$ cat src/sct_pkg.sv
// shared types and constants for the source character tokenizer
// depends on nothing
package sct_pkg;

  localparam int unsigned KwCount = 41;
  localparam int unsigned KwMaxLen = 11;

  typedef enum logic [3:0] {
    M_IDLE, M_NUM, M_IDENT, M_SLASH, M_COMMENT, M_QOPEN, M_QESC, M_QBODY,
    M_ANDOR, M_EQ, M_CMP, M_DONE
  } mode_e;

  typedef enum logic [4:0] {
    T_NUM = 5'd0, T_CHAR = 5'd1, T_PCHAR = 5'd2, T_IDENT = 5'd3, T_KEYW = 5'd4,
    T_PUNCT = 5'd5, T_MATH = 5'd6, T_LOGIC = 5'd7, T_RELOP = 5'd8,
    T_ASSIGN = 5'd9, T_ARRB = 5'd10, T_ARRE = 5'd11, T_BLKB = 5'd12,
    T_BLKE = 5'd13, T_PARO = 5'd14, T_PARC = 5'd15, T_STREAM = 5'd16,
    T_UNK = 5'd17, T_EOF = 5'd18
  } tok_type_e;

  typedef struct packed {
    logic [4:0]  token_type;
    logic [5:0]  keyword_index;
    logic [7:0]  length;
    logic [15:0] line;
    logic        last;
  } tok_t;

  localparam logic [7:0] CH_NUL   = 8'h00;
  localparam logic [7:0] CH_NL    = 8'h0a;
  localparam logic [7:0] CH_SP    = 8'h20;
  localparam logic [7:0] CH_BANG  = 8'h21;
  localparam logic [7:0] CH_AMP   = 8'h26;
  localparam logic [7:0] CH_QUOTE = 8'h27;
  localparam logic [7:0] CH_LPAR  = 8'h28;
  localparam logic [7:0] CH_RPAR  = 8'h29;
  localparam logic [7:0] CH_STAR  = 8'h2a;
  localparam logic [7:0] CH_PLUS  = 8'h2b;
  localparam logic [7:0] CH_COMMA = 8'h2c;
  localparam logic [7:0] CH_MINUS = 8'h2d;
  localparam logic [7:0] CH_DOT   = 8'h2e;
  localparam logic [7:0] CH_SLASH = 8'h2f;
  localparam logic [7:0] CH_COLON = 8'h3a;
  localparam logic [7:0] CH_SEMI  = 8'h3b;
  localparam logic [7:0] CH_LT    = 8'h3c;
  localparam logic [7:0] CH_EQ    = 8'h3d;
  localparam logic [7:0] CH_GT    = 8'h3e;
  localparam logic [7:0] CH_LBRK  = 8'h5b;
  localparam logic [7:0] CH_BSL   = 8'h5c;
  localparam logic [7:0] CH_RBRK  = 8'h5d;
  localparam logic [7:0] CH_LBRC  = 8'h7b;
  localparam logic [7:0] CH_PIPE  = 8'h7c;
  localparam logic [7:0] CH_RBRC  = 8'h7d;

  // keyword text, right aligned: first char in the highest used byte
  localparam logic [8*KwMaxLen-1:0] KW_TEXT [KwCount] = '{
    "atoi", "and", "bool", "block", "break", "case", "class", "char", "cin",
    "cout", "default", "else", "false", "if", "int", "itoa",
    88'h6b_78_69_32_30_31_39,
    "lock", "main", "new", "null", "object", "or", "public", "private",
    "protected", "return", "release", "string", "spawn", "sym", "set",
    "switch", "this", "true", "thread", "unprotected", "unlock", "void",
    "while", "wait"
  };

  localparam logic [3:0] KW_LEN [KwCount] = '{
    4'd4, 4'd3, 4'd4, 4'd5, 4'd5, 4'd4, 4'd5, 4'd4, 4'd3,
    4'd4, 4'd7, 4'd4, 4'd5, 4'd2, 4'd3, 4'd4, 4'd7,
    4'd4, 4'd4, 4'd3, 4'd4, 4'd6, 4'd2, 4'd6, 4'd7,
    4'd9, 4'd6, 4'd7, 4'd6, 4'd5, 4'd3, 4'd3,
    4'd6, 4'd4, 4'd4, 4'd6, 4'd11, 4'd6, 4'd4,
    4'd5, 4'd4
  };

  function automatic logic is_digit(input logic [7:0] c);
    return (c >= 8'h30) && (c <= 8'h39);
  endfunction

  function automatic logic is_alpha(input logic [7:0] c);
    return ((c >= 8'h61) && (c <= 8'h7a)) || ((c >= 8'h41) && (c <= 8'h5a))
           || (c == 8'h5f);
  endfunction

endpackage

$ cat src/sct_if.sv
// handshake channels of the tokenizer: source bytes in, tokens out
// depends on nothing
interface sct_in_if;
  logic       valid;
  logic       ready;
  logic [7:0] ch;
  logic       at_end;
  modport source (output valid, ch, at_end, input ready);
  modport sink (input valid, ch, at_end, output ready);
endinterface

interface sct_out_if;
  logic        valid;
  logic        ready;
  logic [4:0]  token_type;
  logic [5:0]  keyword_index;
  logic [7:0]  length;
  logic [15:0] line;
  logic        last;
  modport source (output valid, token_type, keyword_index, length, line, last,
                  input ready);
  modport sink (input valid, token_type, keyword_index, length, line, last,
                output ready);
endinterface

$ cat src/source_char_tokenizer_core.sv
// source character tokenizer, top level
// depends on sct_pkg and the channels in sct_if
// a token enters the result queue when the item that ends it is accepted
// throughput: one item per cycle; an end-of-input item may add two tokens,
// which the four-entry result queue absorbs; one token leaves per cycle
// while output ready; input ready whenever the queue has room for two tokens
// reset: scanner idle, line counter one, result queue empty; the identifier
// buffer is not cleared
module source_char_tokenizer_core #(
  parameter int unsigned MAX_IDENT_LEN = 16,
  parameter int unsigned LINE_BITS = 16
) (
  input  logic     clk_i,
  input  logic     rst_ni,
  sct_in_if.sink   in_i,
  sct_out_if.source out_o
);
  import sct_pkg::*;

  localparam int unsigned IdxW = $clog2(MAX_IDENT_LEN);

  // scanner state
  mode_e                mode_q, mode_d;
  logic [4:0]           ptype_q, ptype_d;
  logic [7:0]           plen_q, plen_d;
  logic [7:0]           first_q, first_d;
  logic [LINE_BITS-1:0] line_q, line_d;
  logic [7:0]           ident_q [MAX_IDENT_LEN];

  // result queue
  tok_t       fifo_q [4];
  logic [1:0] wr_q, rd_q;
  logic [2:0] cnt_q;

  logic acc, pop;
  assign acc = in_i.valid && in_i.ready;
  assign pop = out_o.valid && out_o.ready;
  assign in_i.ready = (cnt_q <= 3'd2);

  // keyword match over the finished identifier, all words in parallel
  logic       kw_hit;
  logic [5:0] kw_idx;
  always_comb begin
    logic same;
    kw_hit = 1'b0;
    kw_idx = '0;
    for (int k = KwCount - 1; k >= 0; k--) begin
      same = (plen_q == {4'd0, KW_LEN[k]});
      for (int i = 0; i < KwMaxLen; i++) begin
        if ((i < KW_LEN[k]) &&
            (ident_q[i] != KW_TEXT[k][(KW_LEN[k] - 1 - i) * 8 +: 8])) begin
          same = 1'b0;
        end
      end
      if (same) begin
        kw_hit = 1'b1;
        kw_idx = 6'(k);
      end
    end
  end

  // one pass of the scanner per accepted item
  logic [7:0] c;
  logic       absorbed, do_take, take_ident;
  logic [7:0] take_base;
  logic       fl_emit;
  tok_t       fl_tok, eof_tok, push0, push1;
  logic [1:0] npush;
  logic       st_we;
  logic [IdxW-1:0] st_idx;

  assign c = in_i.ch;

  always_comb begin
    mode_d = mode_q;
    ptype_d = ptype_q;
    plen_d = plen_q;
    first_d = first_q;
    line_d = line_q;
    absorbed = 1'b0;
    do_take = 1'b0;
    take_ident = (mode_q == M_IDENT);
    take_base = plen_q;

    // pending token as it would flush
    fl_emit = 1'b1;
    fl_tok.keyword_index = '0;
    fl_tok.length = plen_q;
    fl_tok.line = 16'(line_q);
    fl_tok.last = 1'b1;
    fl_tok.token_type = T_UNK;
    case (mode_q)
      M_NUM:   fl_tok.token_type = T_NUM;
      M_IDENT: begin
        fl_tok.token_type = kw_hit ? T_KEYW : T_IDENT;
        fl_tok.keyword_index = kw_hit ? kw_idx : 6'd0;
      end
      M_SLASH: fl_tok.token_type = T_MATH;
      M_QOPEN, M_QESC, M_QBODY: fl_tok.token_type = T_PCHAR;
      M_ANDOR: fl_tok.token_type = T_UNK;
      M_EQ:    fl_tok.token_type = T_ASSIGN;
      M_CMP:   fl_tok.token_type = (first_q == CH_BANG) ? T_UNK : T_RELOP;
      M_DONE:  fl_tok.token_type = ptype_q;
      default: fl_emit = 1'b0;
    endcase

    eof_tok.token_type = T_EOF;
    eof_tok.keyword_index = '0;
    eof_tok.length = '0;
    eof_tok.line = 16'(line_q);
    eof_tok.last = 1'b1;

    push0 = fl_tok;
    push1 = eof_tok;
    npush = 2'd0;

    if (in_i.at_end) begin
      // flush then eof
      if (fl_emit) begin
        push0.last = 1'b0;
        npush = 2'd2;
      end else begin
        push0 = eof_tok;
        npush = 2'd1;
      end
      mode_d = M_IDLE;
      plen_d = '0;
      ptype_d = '0;
    end else begin
      // try to extend the pending token
      case (mode_q)
        M_NUM: if (is_digit(c)) begin
          do_take = 1'b1; absorbed = 1'b1;
        end
        M_IDENT: if (is_digit(c) || is_alpha(c)) begin
          do_take = 1'b1; absorbed = 1'b1;
        end
        M_SLASH: if (c == CH_SLASH) begin
          mode_d = M_COMMENT; plen_d = '0; absorbed = 1'b1;
        end
        M_COMMENT: begin
          absorbed = 1'b1;
          if (c == CH_NL) begin
            mode_d = M_IDLE;
            line_d = line_q + 1'b1;
          end
        end
        M_QOPEN: begin
          if (c == CH_BSL) begin
            do_take = 1'b1; mode_d = M_QESC; absorbed = 1'b1;
          end else if (c != CH_NL) begin
            do_take = 1'b1; mode_d = M_QBODY; absorbed = 1'b1;
          end
        end
        M_QESC: if (c != CH_NL) begin
          do_take = 1'b1; mode_d = M_QBODY; absorbed = 1'b1;
        end
        M_QBODY: if (c == CH_QUOTE) begin
          do_take = 1'b1; mode_d = M_DONE; ptype_d = T_CHAR; absorbed = 1'b1;
        end
        M_ANDOR: if (c == first_q) begin
          do_take = 1'b1; mode_d = M_DONE; ptype_d = T_LOGIC; absorbed = 1'b1;
        end
        M_EQ: if (c == CH_EQ) begin
          do_take = 1'b1; mode_d = M_DONE; ptype_d = T_RELOP; absorbed = 1'b1;
        end
        M_CMP: begin
          if (c == CH_EQ) begin
            do_take = 1'b1; mode_d = M_DONE; ptype_d = T_RELOP; absorbed = 1'b1;
          end else if (((first_q == CH_LT) || (first_q == CH_GT)) &&
                       (c == first_q)) begin
            do_take = 1'b1; mode_d = M_DONE; ptype_d = T_STREAM;
            absorbed = 1'b1;
          end
        end
        default: absorbed = 1'b0;
      endcase

      if (!absorbed) begin
        // flush whatever is pending, then start on this byte
        if (fl_emit) begin
          npush = 2'd1;
          plen_d = '0;
          ptype_d = '0;
        end
        mode_d = M_IDLE;
        if (c == CH_NL) begin
          line_d = line_q + 1'b1;
        end else if ((c != CH_SP) && (c != CH_NUL)) begin
          first_d = c;
          take_base = '0;
          do_take = 1'b1;
          ptype_d = '0;
          mode_d = M_DONE;
          if (c == CH_SLASH) mode_d = M_SLASH;
          else if (is_digit(c)) mode_d = M_NUM;
          else if (is_alpha(c)) mode_d = M_IDENT;
          else if (c == CH_QUOTE) mode_d = M_QOPEN;
          else if ((c == CH_AMP) || (c == CH_PIPE)) mode_d = M_ANDOR;
          else if (c == CH_EQ) mode_d = M_EQ;
          else if ((c == CH_LT) || (c == CH_GT) || (c == CH_BANG)) mode_d = M_CMP;
          else if ((c == CH_PLUS) || (c == CH_MINUS) || (c == CH_STAR))
            ptype_d = T_MATH;
          else if ((c == CH_COLON) || (c == CH_COMMA) || (c == CH_SEMI) ||
                   (c == CH_DOT)) ptype_d = T_PUNCT;
          else if (c == CH_LBRK) ptype_d = T_ARRB;
          else if (c == CH_RBRK) ptype_d = T_ARRE;
          else if (c == CH_LBRC) ptype_d = T_BLKB;
          else if (c == CH_RBRC) ptype_d = T_BLKE;
          else if (c == CH_LPAR) ptype_d = T_PARO;
          else if (c == CH_RPAR) ptype_d = T_PARC;
          else ptype_d = T_UNK;
          take_ident = (mode_d == M_IDENT);
        end
      end

      if (do_take) begin
        plen_d = (take_base == 8'hff) ? 8'hff : take_base + 8'd1;
      end
    end

    st_we = do_take && take_ident && (take_base < 8'(MAX_IDENT_LEN));
    st_idx = take_base[IdxW-1:0];
  end

  always_ff @(posedge clk_i or negedge rst_ni) begin
    if (!rst_ni) begin
      mode_q <= M_IDLE;
      ptype_q <= '0;
      plen_q <= '0;
      first_q <= '0;
      line_q <= LINE_BITS'(1);
    end else if (acc) begin
      mode_q <= mode_d;
      ptype_q <= ptype_d;
      plen_q <= plen_d;
      first_q <= first_d;
      line_q <= line_d;
    end
  end

  // identifier buffer, written by the current identifier; bytes past its length are stale
  always_ff @(posedge clk_i) begin
    if (acc && st_we) begin
      ident_q[st_idx] <= c;
    end
  end

  // result queue
  logic [1:0] n_in;
  assign n_in = acc ? npush : 2'd0;

  always_ff @(posedge clk_i) begin
    if (n_in != 2'd0) fifo_q[wr_q] <= push0;
    if (n_in == 2'd2) fifo_q[wr_q + 2'd1] <= push1;
  end

  always_ff @(posedge clk_i or negedge rst_ni) begin
    if (!rst_ni) begin
      wr_q <= '0;
      rd_q <= '0;
      cnt_q <= '0;
    end else begin
      wr_q <= wr_q + n_in;
      if (pop) rd_q <= rd_q + 2'd1;
      cnt_q <= cnt_q + {1'b0, n_in} - {2'b00, pop};
    end
  end

  assign out_o.valid = (cnt_q != 3'd0);
  assign out_o.token_type = fifo_q[rd_q].token_type;
  assign out_o.keyword_index = fifo_q[rd_q].keyword_index;
  assign out_o.length = fifo_q[rd_q].length;
  assign out_o.line = fifo_q[rd_q].line;
  assign out_o.last = fifo_q[rd_q].last;

  // queue never overfills
  assert property (@(posedge clk_i) disable iff (!rst_ni) cnt_q <= 3'd4)
    else $error("result queue overflow");

  // end of input always leaves a token queued
  assert property (@(posedge clk_i) disable iff (!rst_ni)
    (acc && in_i.at_end) |=> (cnt_q != 3'd0))
    else $error("end of input produced no token");

  // line counter moves only on accepted items
  assert property (@(posedge clk_i) disable iff (!rst_ni)
    !acc |=> $stable(line_q))
    else $error("line counter moved without an item");

  // after end of input the scanner is idle
  assert property (@(posedge clk_i) disable iff (!rst_ni)
    (acc && in_i.at_end) |=> (mode_q == M_IDLE))
    else $error("scanner not idle after end of input");

endmodule
$ cat src/flat_wrapper.sv
// flat-port wrapper written by rule: the top's interface ports become plain ports
module source_char_tokenizer_core_flat import sct_pkg::*;
#(
  parameter int unsigned MAX_IDENT_LEN = 16,
  parameter int unsigned LINE_BITS = 16
)
  (clk_i, rst_ni, in_i_valid, in_i_ch, in_i_at_end, in_i_ready, out_o_valid, out_o_token_type, out_o_keyword_index, out_o_length, out_o_line, out_o_last, out_o_ready);
  sct_in_if in_i_i ();
  sct_out_if out_o_i ();
  input  logic clk_i;
  input  logic rst_ni;
  input wire logic [$bits(in_i_i.valid)-1:0] in_i_valid;
  input wire logic [$bits(in_i_i.ch)-1:0] in_i_ch;
  input wire logic [$bits(in_i_i.at_end)-1:0] in_i_at_end;
  output wire logic [$bits(in_i_i.ready)-1:0] in_i_ready;
  output wire logic [$bits(out_o_i.valid)-1:0] out_o_valid;
  output wire logic [$bits(out_o_i.token_type)-1:0] out_o_token_type;
  output wire logic [$bits(out_o_i.keyword_index)-1:0] out_o_keyword_index;
  output wire logic [$bits(out_o_i.length)-1:0] out_o_length;
  output wire logic [$bits(out_o_i.line)-1:0] out_o_line;
  output wire logic [$bits(out_o_i.last)-1:0] out_o_last;
  input wire logic [$bits(out_o_i.ready)-1:0] out_o_ready;
  assign in_i_i.valid = in_i_valid;
  assign in_i_i.ch = in_i_ch;
  assign in_i_i.at_end = in_i_at_end;
  assign in_i_ready = in_i_i.ready;
  assign out_o_valid = out_o_i.valid;
  assign out_o_token_type = out_o_i.token_type;
  assign out_o_keyword_index = out_o_i.keyword_index;
  assign out_o_length = out_o_i.length;
  assign out_o_line = out_o_i.line;
  assign out_o_last = out_o_i.last;
  assign out_o_i.ready = out_o_ready;
  source_char_tokenizer_core #(.MAX_IDENT_LEN(MAX_IDENT_LEN), .LINE_BITS(LINE_BITS)) u_core (.clk_i(clk_i), .rst_ni(rst_ni), .in_i(in_i_i), .out_o(out_o_i));
endmodule
$ cat config.mk
export PLATFORM = sky130hd
export DESIGN_NAME = source_char_tokenizer_core_flat
export DESIGN_NICKNAME = d
export VERILOG_FILES = /design/src/sct_pkg.sv /design/src/sct_if.sv /design/src/source_char_tokenizer_core.sv /design/src/flat_wrapper.sv
export SDC_FILE = /design/constraint.sdc
export NUM_CORES = 1
export LEC_CHECK = 0
export ABC_AREA = 1
export BUFFER_PORTS_ARGS = -buffer_cell sky130_fd_sc_hd__buf_2
export CORE_UTILIZATION = 50
export CTS_BUF_LIST = sky130_fd_sc_hd__clkbuf_4 sky130_fd_sc_hd__clkbuf_8
export DETAILED_ROUTE_END_ITERATION = 10
export GPL_TIMING_DRIVEN = 0
export MAX_ROUTING_LAYER = met4
export PLACE_DENSITY = 0.66
export SYNTH_ARGS = -nofsm -noshare
export SYNTH_HDL_FRONTEND = slang
export SYNTH_SLANG_ARGS = --single-unit
$ cat constraint.sdc
create_clock -name clk_i -period 3.2 [get_ports clk_i]
set_input_delay 0.64 -clock clk_i [delete_from_list [all_inputs] [get_ports clk_i]]
set_output_delay 0.64 -clock clk_i [all_outputs]
set_load 0.005 [all_outputs]
# Word level (Yosys, flattened, before mapping)

Memory sizes are Yosys's and may differ from the RTL's.
Index checks and enable logic that the tools add are counted.

Bits in registers: 48
RAM bits: 272
Input port bits: 13
Output and inout bits: 38
Word-level logic and storage cells: 599
Memories kept: 2

Memories:

| name           | words | width | rd ports | clocked after memory_dff | write ports | line                             | source |
|---|---|---|---|---|---|---|---|
| u_core.fifo_q  | 4     | 36    | 1        | 0                        | 2           | source_char_tokenizer_core.sv:31 | `tok_t fifo_q [4];` |
| u_core.ident_q | 16    | 8     | 11       | 0                        | 1           | source_char_tokenizer_core.sv:28 | `logic [7:0] ident_q [MAX_IDENT_LEN];` |

Add/sub/neg operators: 7
Order comparisons: 8
Eq/ne operators: 158
Muxes and demuxes: 383
Bitwise logic cells: 3
Reductions and logical operators: 30

Operators by type and width:

| cell                                                            | count |
|---|---|
| != test 8 x 7 -> 1 bit (second input constant)                  | 95 |
| two-way mux 1 bit                                               | 263 |
| two-way mux 6 bit                                               | 43 |
| equality test 8 x 6 -> 1 bit (second input constant)            | 19 |
| two-way mux 5 bit                                               | 26 |
| two-way mux 8 bit                                               | 12 |
| two-way mux 4 bit                                               | 23 |
| two-way mux 16 bit                                              | 4 |
| equality test 8 x 7 -> 1 bit (second input constant)            | 7 |
| != test 8 x 6 -> 1 bit (second input constant)                  | 5 |
| two-way mux 36 bit                                              | 1 |
| two-way mux 35 bit                                              | 1 |
| one-hot mux 5 bit (7 select lines)                              | 1 |
| equality test 8 x 3 -> 1 bit (second input constant)            | 4 |
| one-hot mux 4 bit (8 select lines)                              | 1 |
| equality test 8 x 4 -> 1 bit (second input constant)            | 3 |
| != test 4 x 3 -> 1 bit (second input constant)                  | 5 |
| one-hot mux 5 bit (4 select lines)                              | 1 |
| adder 16 x 1 -> 16 bit (second input constant)                  | 1 |
| equality test 4 x 3 -> 1 bit (second input constant)            | 4 |
| equality test 4 bit (second input constant)                     | 4 |
| equality test 8 x 2 -> 1 bit (second input constant)            | 2 |
| >= comparator 8 x 7 -> 1 bit (second input constant)            | 2 |
| less-or-equal comparator 8 x 7 -> 1 bit (second input constant) | 2 |
| 32 further kinds                                                | 60 |

# Logic depth before layout (Yosys ltp)

Gate-level depths: netlist of run 1.
An unclocked memory read counts as a cell.

Depth in word-level cells: 54
Mapped depth: 24
Mapped depth without buffers: 22

# Worst setup path before layout of run 1

OpenSTA, ideal clock, no wires.

Path type: input to register
Start point: input in_i_ch[2]
End point: memory u_core.ident_q[3][0], enable pin
Setup time: 0.383 ns
Data arrival time: 2.896 ns
Data required time: 2.817 ns
Setup slack: -0.080 ns
Stages: 17
Path buffers: 1
Cells stage by stage: buf_4 -> nor2_2 -> inv_2 -> nor2_4 -> inv_2 -> o211a_1 -> nand2_1 -> nand2_1 -> nor2_2 -> nand2_4 -> nor2_8 -> nand2_4 -> nor2_8 -> inv_2 -> a21oi_2 -> nand3b_1 -> nor3_1

Word-level cells in the longest chain between the ends: 24
Elaborated cells on any way between the ends: 77
Classes of those cells: 7 x order compare; 15 x eq/ne; 40 x mux; 15 x reduce/logical

Ends and longest elaborated chain:

| element                                 | line                              | source |
|---|---|---|
| start, declared                         | flat_wrapper.sv:13                | `input wire logic [$bits(in_i_i.ch)-1:0] in_i_ch;` |
| equality test 8 x 6 -> 1 bit            | source_char_tokenizer_core.sv:201 | `else if ((c == CH_LT) \|\| (c == CH_GT) \|\| (c == CH_BANG)) mode_d = M_CMP;` |
| logical OR 1 bit (2 in a row)           | source_char_tokenizer_core.sv:201 |  |
| two-way mux 1 bit                       | source_char_tokenizer_core.sv:201 |  |
| two-way mux 4 bit                       | source_char_tokenizer_core.sv:200 | `else if (c == CH_EQ) mode_d = M_EQ;` |
| two-way mux 4 bit                       | source_char_tokenizer_core.sv:199 | `else if ((c == CH_AMP) \|\| (c == CH_PIPE)) mode_d = M_ANDOR;` |
| two-way mux 4 bit                       | source_char_tokenizer_core.sv:198 | `else if (c == CH_QUOTE) mode_d = M_QOPEN;` |
| two-way mux 4 bit                       | source_char_tokenizer_core.sv:197 | `else if (is_alpha(c)) mode_d = M_IDENT;` |
| two-way mux 4 bit                       | source_char_tokenizer_core.sv:196 | `else if (is_digit(c)) mode_d = M_NUM;` |
| (+6 left out)                           | -                                 |  |
| two-way mux 1 bit                       | source_char_tokenizer_core.sv:189 | `end else if ((c != CH_SP) && (c != CH_NUL)) begin` |
| two-way mux 1 bit                       | source_char_tokenizer_core.sv:187 | `if (c == CH_NL) begin` |
| two-way mux 1 bit                       | source_char_tokenizer_core.sv:179 | `if (!absorbed) begin` |
| two-way mux 1 bit                       | source_char_tokenizer_core.sv:117 | `if (in_i.at_end) begin` |
| logical AND 1 bit (2 in a row)          | source_char_tokenizer_core.sv:222 | `st_we = do_take && take_ident && (take_base < 8'(MAX_IDENT_LEN));` |
| logical AND 1 bit                       | source_char_tokenizer_core.sv:244 | `if (acc && st_we) begin` |
| two-way mux 1 bit                       | source_char_tokenizer_core.sv:244 |  |
| two-way mux 1 bit (implied by the code) | source_char_tokenizer_core.sv:245 | `ident_q[st_idx] <= c;` |
| end, declared                           | source_char_tokenizer_core.sv:28  |  |

Several ways; a longest one is shown, not always the timed one. The select of a mux whose other input is x is not followed.

# Worst setup path after layout of run 1

Start point: register u_core.rd_q[0]
End point: output out_o_keyword_index[2]

Word-level cells in the longest chain between the ends: 1

Ends and longest elaborated chain:

| element                  | line                              | source |
|---|---|---|
| start, declared          | source_char_tokenizer_core.sv:32  | `logic [1:0] wr_q, rd_q;` |
| start signal, assigned   | source_char_tokenizer_core.sv:265 | `if (pop) rd_q <= rd_q + 2'd1;` |
| memory read (4 x 36 bit) | -                                 |  |
| end, declared            | flat_wrapper.sv:18                | `output wire logic [$bits(out_o_i.keyword_index)-1:0] out_o_keyword_index;` |

Every way passes these cells.

==> results of run 1 <==
[cell families after synthesis]
group	synth area share, %
AOI/OAI and AO/OA	11.08
and+or+nand+nor	31.50
buffers and inverters	8.556
DFF	47.13
adders and majority gates	0.6083
xor gates and xnor gates	1.121
[repair_timing]
item / in CTS / in global routing
pin swaps: 6 / 17
endpoints found under the setup margin: 233 / 232
setup buffers: 8 / 20
gates resized for setup: 55 / 82
[metal layers]
metal | GRT usage [%] | up-vias
li1 | - | 7091
met1 | 51.42 | 7491
met2 | 52.62 | 872
met3 | 9.394 | 127
met4 | 11.55 | 0
met5 | - | -
[power groups by stage]
| stage | combinational (mW) | sequential [mW] | clock (mW) |
|---|---|---|---|
| after global routing | 5.90 | 5.14 | 3.63 |
| after floorplan | 3.21 | 4.99 | 0 |
| after detailed placement | 5.00 | 5.12 | 0 |
| after CTS | 5.15 | 5.05 | 3.48 |
| final | 5.42 | 5.07 | 3.47 |
| after global placement | 4.90 | 5.08 | 0 |
[flip-flops by register name, summed over array words and instances, names as in the netlist, named ones only]
name,count
u_core.cnt_q,3
u_core.fifo_q,144
u_core.first_q,8
u_core.ident_q,88
u_core.line_q,14
u_core.mode_q,4
u_core.plen_q,8
u_core.ptype_q,5
u_core.rd_q,2
u_core.wr_q,2
[critical path, delay by kind of cell (launching register included)]
kind | cells | cell delay, ns
flip-flops | 1 | 0.36
AO/OA/AOI/OAI | 1 | 0.33
AND/OR/NAND/NOR | 1 | 0.09
buffers and inverters | 3 | 1.18
[placed cells by master (no fill, tap or decap), types with 6 or more instances in the layout]
| cell | count |
|---|---|
| a21oi_1 | 39 |
| a22o_1 | 6 |
| buf_2 | 56 |
| buf_4 | 30 |
| buf_6 | 12 |
| clkbuf_1 | 26 |
| clkbuf_2 | 7 |
| clkbuf_4 | 16 |
| clkbuf_8 | 54 |
| clkinv_1 | 8 |
| clkinv_2 | 8 |
| dfrtp_1 | 47 |
| dfxtp_1 | 80 |
| edfxtp_1 | 152 |
| ha_1 | 6 |
| inv_1 | 236 |
| inv_2 | 30 |
| nand2_1 | 333 |
| nand2_2 | 12 |
| nand2_4 | 6 |
| nand3_1 | 104 |
| nand4_1 | 80 |
| nor2_1 | 318 |
| nor2_2 | 46 |
| nor2_4 | 27 |
| nor3_1 | 57 |
| nor3_2 | 10 |
| nor3_4 | 7 |
| nor4_1 | 38 |
| o211ai_1 | 7 |
| o21ai_0 | 128 |
| o21ai_1 | 27 |
| o22ai_1 | 49 |
| o31ai_1 | 9 |
| or2_2 | 8 |
| xor2_1 | 18 |
[layout make-up]
| class | count | share of cell area (%) |
|---|---|---|
| clock inverters | 19 | 1.056 |
| flip-flops and latches | 280 | 40.63 |
| repair buffers | 78 | 2.801 |
| diodes | 2 | 0.02760 |
| clock buffers | 67 | 4.636 |
| inverters | 272 | 5.664 |
| plain buffers | 59 | 1.828 |
| well taps | 396 | 2.732 |
| multi-input cells | 1403 | 40.63 |
[worst max-delay path by stage]
stage                                    start                      to  cells after the start
after floorplan                     in_i_ch[2]    u_core.ident_q[3][0]                     17
after global routing                in_i_ch[7]    u_core.ident_q[7][4]                     19
after global placement              in_i_ch[3]    u_core.ident_q[1][6]                     18
after detailed placement            in_i_ch[3]    u_core.ident_q[1][7]                     18
final                           u_core.rd_q[0]  out_o_keyword_index[2]                      5
after CTS                 u_core.ident_q[3][6]    u_core.fifo_q[3][32]                     13
==> results.md, run 1 <==
Synthesis:
- In this run, synthesis inferred between 150 and 200 flip-flops with an integrated enable.
- By area the synthesized netlist is led by edfxtp_1, dfxtp_1, nor2_1.
- The cell taking the most area after synthesis is edfxtp_1.
- The yosys synthesis warning count is 0.
- The commonest cells after synthesis are nor2_1, nand2_1, inv_1.
- The register bit total from synthesis is 280.
- After synthesis the cells add up to 0.01563 mm^2.
- The number of instances in the synthesized netlist is 2014.
- The most used flip-flop cell after synthesis is edfxtp_1.
- The area fraction of the dominant cell type after synthesis is 29.20%.
- The most instantiated library cell after synthesis is nor2_1.
- The net count after synthesis is 2034.
- The share of async-settable or async-resettable flops after synthesis is 17.14%.
- The share of the Yosys chip area taken by registers is 47.13%.
- Averaged over all synthesized cells, the footprint is roughly 7.8 um^2.
- The number of distinct library cell variants in the gate-level netlist after synthesis is 67.

Power and ir drop:
- Power spread over the standard cell area amounts to 769.6 mW/mm^2.
- The internal portion of the total power is between 8 and 9 mW.
- For this design the total switching power over the nets is 5.736 mW.
- Summed over all cells, the static leakage comes to 7.405 nW.
- The combinational fraction of design power is 38.8%.
- The share of total power in the clock network is 24.9%.
- Net switching is about 41% of the power.
- The worst-case IR drop observed on VDD is 0.6510 mV.
- The post-layout total power is 13.96 mW.
- The relative contribution of sequential cells to total power is 36.3%.

CTS:
- The cell at the root of the clock tree is clkbuf_8.
- The CTS H-tree depth is 2.
- The clock-pin slew of the registers on the worst-case setup and hold paths is 0.06 ns.
- No sink is reached through more buffers than the 3 on the longest clock path.
- The clock tree from TritonCTS is yes.
- The number of hold buffers added after CTS was 0.
- Clock latency on the worst-skew pair, taken at its later pin, is 0.60 ns.
- The clock drives between 200 and 300 sinks.
- TritonCTS created 46 clock buffers.

Die:
- Measured along the y axis, the die boundary spans 178.8 um.
- The total number of placement rows is 64.
- The placeable core region is 0.03067 mm^2.
- The initial core utilization is 50.97%.
- The boundary pin count is 51.
- The die boundary width is 178.8 um.
- The area of the die is 0.03198 mm^2.

Placed design:
- The setup slack after placement is -1.315 ns.
- The HPWL after detailed placement is 42.68 mm.
- The port buffer count is 50.
- The final RePlAce weighted congestion is 1.092.
- Including well taps, the total number of placed cells is 2460.
- The placed instances occupy a cell area of 0.01638 mm^2.

Detailed routing:
- The detailed router placed 15.58k vias in this run.
- The number of vias per cell after detailed routing is 6.049.
- The wire length on met3 is 6.610 mm.
- After detailed routing, the met2 layer carries 24.85 mm of wire.
- The detailed router finished its first iteration with 1834 violations.
- Before antenna repair, the detailed router went through 6 iterations.
- After detailed routing, the number of remaining DRC violations is 0.
- The routed metal-1 wire length is ~24 mm.
- The residual antenna-violating net count after detailed routing is 0.
- The average wire length per cell after detail routing is 22.33 um.
- The highest signal layer in the routed design is met4.
- The final layout contains routed wiring with a total length of 57.52 mm.

Cells and area:
- The layout cell share with drive strength beyond 1 is 16.71%.
- The filler-free cell count of the finished design is 2576.
- At the end of the flow the core is filled with cells to between 50% and 60%.
- The net count of the finished layout is 2160.
- The area taken by flip-flops and latches is 0.007368 mm^2.
- The area growth from synthesis to layout is 16.02%.
- The layout has between 2k and 3k filler cells.
- The finished layout cell area is ~0.018 mm^2.
- In the final layout, the multi-input gates occupy 0.007368 mm^2.

Timing:
- In the post-route analysis, the smallest setup slack over all paths is 0.01167 ns.
- The final critical path takes up 99.64% of the cycle.
- Timing would allow up to 313.6 MHz.
- In this run the tightest slew margin relative to its limit is ~18%.
- The hold violation count in the final report is 0.
- Summed over all failing endpoints, the final setup total negative slack is 0 ns.
- The worst path in the final design needs a cycle of between 3 and 4 ns, including I/O delays and setup.
- Setup violations remaining at the end of the flow were counted as 0.
- The hold slack is 0.2932 ns.
- The worst clock skew on the final layout is 0.06479 ns.
- The actual slew at the worst max-slew pin is 1.233 ns.
- The max-slew violation count is 0.

Status:
- The run finished with clean final reports.

Global route:
- The number of antenna violations at the first check in global routing is 2.
- Global routing finished with a remaining overflow of 0.
- The first global-routing pass estimated ~85 mm of wire.
- The largest net degree at the start of global routing is 49.
- The via count of the first global-routing pass is 14.39k.
- Global routing used around 37% of the available tracks.

Worst setup path:
- Of all nets on the critical path, the largest fanout is 10.
- For the worst flop-to-flop path, the logic depth is 15.
- The largest stage delay on the critical path is 0.61 ns.
- The reg-to-reg critical path startpoint is u_core.ident_q[2][1].
- Among all stages on the critical path, the largest delay is contributed by clkbuf_1.
- The setup path with the least slack is of type reg2out.
- The setup check on the worst reg-to-reg path leaves a slack of about 0.03 ns.
- The cell repeated most along the worst path is clkbuf_1.
- The kind of start point of the critical path is a flop.
- Walking the worst path, the cells encountered are clkbuf_1 > clkbuf_1 > nor2_1 > o22ai_1 > buf_2.
- The worst setup path is captured at an output pin.
- The critical path arrival is 2.55 ns.
- For the worst setup path, the data required time is between 2 and 3 ns.
- The capture instance of the worst register-to-register path is u_core.fifo_q[0][31].

Worst hold path:
- In this run the worst hold path is classified as in2async.

Flow run:
- The tool flagged a number of max-cap violations equal to 0.
No activity file was read; power rests on OpenSTA's default activity.
==> run 2, diff against run 1 <==
Settings changed: CORE_UTILIZATION 50 to 55, PLACE_DENSITY 0.66 to 0.72.
==> run 2 against run 1 <==
  * The run now ends with setup timing left
  * Via count rose by 0.61%
  * Non-clock buffer count grew 1
  * Combinational power is essentially flat
  * Die area decreased by 9.0%
  * First-iteration DRC count up 3.6%
  * Sequential cell count stayed put
  * Fmax fell by 0.98%
  * Critical path depth grew 9
  * Sequential power about the same
  * Sequential share of layout area rose by 0.076 points
  * Total power is 0.25% higher
==> results.md, run 2 (synthesis results as in run 1) <==
Global route:
- The via count of the first global-routing pass is 14.44k (was 14.39k).
- The largest net degree at the start of global routing was 49 (unchanged).
- The global-route wire length before repair is 83.39 mm (was 84.70 mm).
- The number of antenna violations at the first check in global routing is 0 (was 2).
- The global routing usage summed across all routing layers came to 39.51% (was 37.01%).
- The final global-route overflow total came to 0 (unchanged).

Cells and area:
- The number of fill cells is 2349 (was 2780).
- The register with the most flip-flops is u_core.fifo_q (unchanged).
- The flip-flop count of the largest register, all copies and words added is 144 (unchanged).
- Commonest cells after routing, fill and taps aside: nand2_1, nor2_1, inv_1, edfxtp_1, o21ai_0 (unchanged).
- The finished layout cell area came to 0.01810 mm^2 (was 0.01814 mm^2).
- The number of nets in the finished design is 2163 (was 2160).
- The leading cell type in the layout, fill and taps excluded is nand2_1 (unchanged).
- The synthesis-to-finish area growth is 15.80% (was 16.02%).
- Largest registers: u_core.fifo_q (144), u_core.ident_q (88), u_core.line_q (14) (unchanged).
- The layout cell share with drive strength beyond 1 is 16.71% (unchanged).

Detailed routing:
- The average wire length per cell after detail routing is 22.02 um (was 22.33 um).
- The DRC marker count from the first detailed-route iteration is 1900 (was 1834).
- The number of remaining DRC errors is 0 (unchanged).
- The first-pass iteration count of the detailed router is 6 (unchanged).
- The routed wire length was 56.32 mm (was 57.52 mm).
- The overall via count from detail_route is 15.68k (was 15.58k).
- The residual antenna-violating net count after detailed routing is 0 (unchanged).
- The number of vias per cell after detailed routing is 6.131 (was 6.049).

Status:
- Run status: finished with violations (was finished, final reports clean).
- The checks that failed: setup timing.

Worst setup path:
- The required time of the critical path is 3.65 ns (was 2.56 ns).
- The kind of end point of the critical path is a flop (was output pin).
- The kind of start point of the critical path is a flop (unchanged).
- The critical path arrival is 3.67 ns (was 2.55 ns).
- The largest fanout of any net on the critical path is 10 (unchanged).
- The type of the worst setup path is reg2reg (was reg2out).

Placed design:
- The port buffer count was 50 (unchanged).
- The placed wire-length estimate after detailed placement came to 41.19 mm (was 42.68 mm).
- The final RePlAce weighted congestion was 1.104 (was 1.092).
- The cell area after placement was 0.01636 mm^2 (was 0.01638 mm^2).

Die:
- The initial core utilization is 56.11% (was 50.97%).
- The placeable core region was 0.02786 mm^2 (was 0.03067 mm^2).
- The total number of placement rows came to 61 (was 64).
- The die span in y was 170.6 um (was 178.8 um).
- The area of the die came to 0.02910 mm^2 (was 0.03198 mm^2).
- The boundary pin count is 51 (unchanged).
- The die boundary width is 170.6 um (was 178.8 um).

Power and ir drop:
- The static power due to leakage is 7.418 nW (was 7.405 nW).
- The total power divided by cell area was 773.0 mW/mm^2 (was 769.6 mW/mm^2).
- The highest ir drop seen on vdd was 0.5267 mV (was 0.6510 mV).

Timing:
- The actual slew at the worst max-slew pin came to 1.224 ns (was 1.233 ns).
- The max-slew violation count is 0 (unchanged).
- The post-layout worst setup margin came to -0.01982 ns (was 0.01167 ns).
- The number of endpoints failing setup at the final stage is 2 (was 0).
- The setup TNS after final layout came to -0.02095 ns (was 0 ns).
- The hold violation count in the final report is 0 (unchanged).
- The highest clock rate is 310.6 MHz (was 313.6 MHz).
- The worst-case headroom to the max-slew limit is 18.38% (was 17.83%).
- The worst clock skew on the final layout was 0.03294 ns (was 0.06479 ns).
- The final critical delay including setup and external delays is 3.220 ns (was 3.188 ns).
- The post-route fraction of the period consumed by the critical path is 100.6% (was 99.64%).

CTS:
- The clock tree from TritonCTS is yes (unchanged).
- The number of CTS-inserted buffers came to 47 (was 46).
- The clock-pin slew of the registers on the worst-case setup and hold paths was 0.06 ns (about the same).
- The cell at the root of the clock tree is clkbuf_8 (unchanged).
- The hold buffer count at cts is 0 (unchanged).
- The count of clock tree sinks was 280 (unchanged).
- The source-to-sink clock delay at the later pin of the worst-skew pair is 0.59 ns (was 0.60 ns).
- The largest buffer count on any clock path is 3 (unchanged).
- The CTS H-tree depth is 2 (unchanged).

Flow run:
- The max capacitance violation total is 0 (unchanged).

Worst hold path:
- The type of the tightest min-delay check was in2async (unchanged).
-- run 2: cell types whose count changed in the layout (fill, tap and decap cells not counted), sizes merged --
cell,before,now
clkbuf,103,109
inv,271,272
bufinv,3,2
nand2,353,354
diode,2,1
buf,101,100
clkinv,16,11
clkinvlp,1,0
-- run 2: final timing paths --
check	startpoint	end	slack (ns)	cells past startpoint
worst max register to register	u_core.plen_q[5]	u_core.fifo_q[3][31]	-0.02	14
worst min-delay path	rst_ni	u_core.line_q[11]	0.30	1
worst min register to register	u_core.fifo_q[3][33]	u_core.fifo_q[3][33]	0.45	2
max in group asynchronous	rst_ni	u_core.cnt_q[1]	2.11	1
worst max-delay path	u_core.plen_q[5]	u_core.fifo_q[3][31]	-0.02	14
min in group clk_i	in_i_ch[1]	u_core.ident_q[6][1]	0.36	1
-- run 2: critical path, cell delays in order (launching register included) --
cell and delay, ns:
dfrtp_1 0.46, nor2_1 0.11, nand3_1 0.13, clkbuf_4 0.25, nor3_2 0.37, inv_1 0.17
nor4_1 0.26, nand3_1 0.30, nand4_1 0.20, nor3_1 0.08, nand4_1 0.10, buf_4 0.16
nand4_1 0.26, nand3_1 0.15, nand2_1 0.07
-- run 2: area by class of cell --
type	instances	area [um^2]	share of cell area, %
diodes	1	2.502	0.01382
plain buffers	59	336.6	1.859
clock buffers	71	895.9	4.949
clock inverters	13	141.4	0.7810
inverters	272	1027	5.675
multi-input cells	1404	7346	40.58
flip-flops and latches	280	7368	40.70
well taps	378	473.0	2.613
repair buffers	79	511.7	2.827
-- run 2: per-stage QoR --
stage	hold slack (ns)	setup slack [ns]	total power, mW	instances	util [%]
3_3_place_gp	0.4295	-1.138	9.892	2442	58.71
6_report	0.2957	-0.01982	13.99	2557	64.98
5_1_grt	0.3351	-0.05019	14.66	2556	64.97
3_5_place_dp	0.4327	-1.179	10.07	2442	58.71
4_1_cts	0.3285	0.001012	13.62	2530	63.22
2_1_floorplan	0.3444	-0.07978	8.195	2014	-
-- run 2: where the power goes --
part           internal [mW]  switching [mW]  total (mW)
Sequential              4.60           0.469        5.07
Combinational           1.66            3.76        5.42
Clock                   1.97            1.53        3.50
-- run 2: layer usage --
layer,vias up,routed length (um),GRT usage (%)
li1,7094,-,-
met1,7370,22320,53.20
met2,1034,24460,57.23
met3,178,7170,9.854
met4,0,2360,15.12
met5,-,0,-
-- run 2: repair_timing --
action / CTS / global route
setup buffers: 4 / 25
gates resized for setup: 46 / 86
pin swaps: 4 / 26
endpoints found under the hold margin: 0 / 0
setup endpoints to repair: 250 / 250
gates cloned: 0 / 1
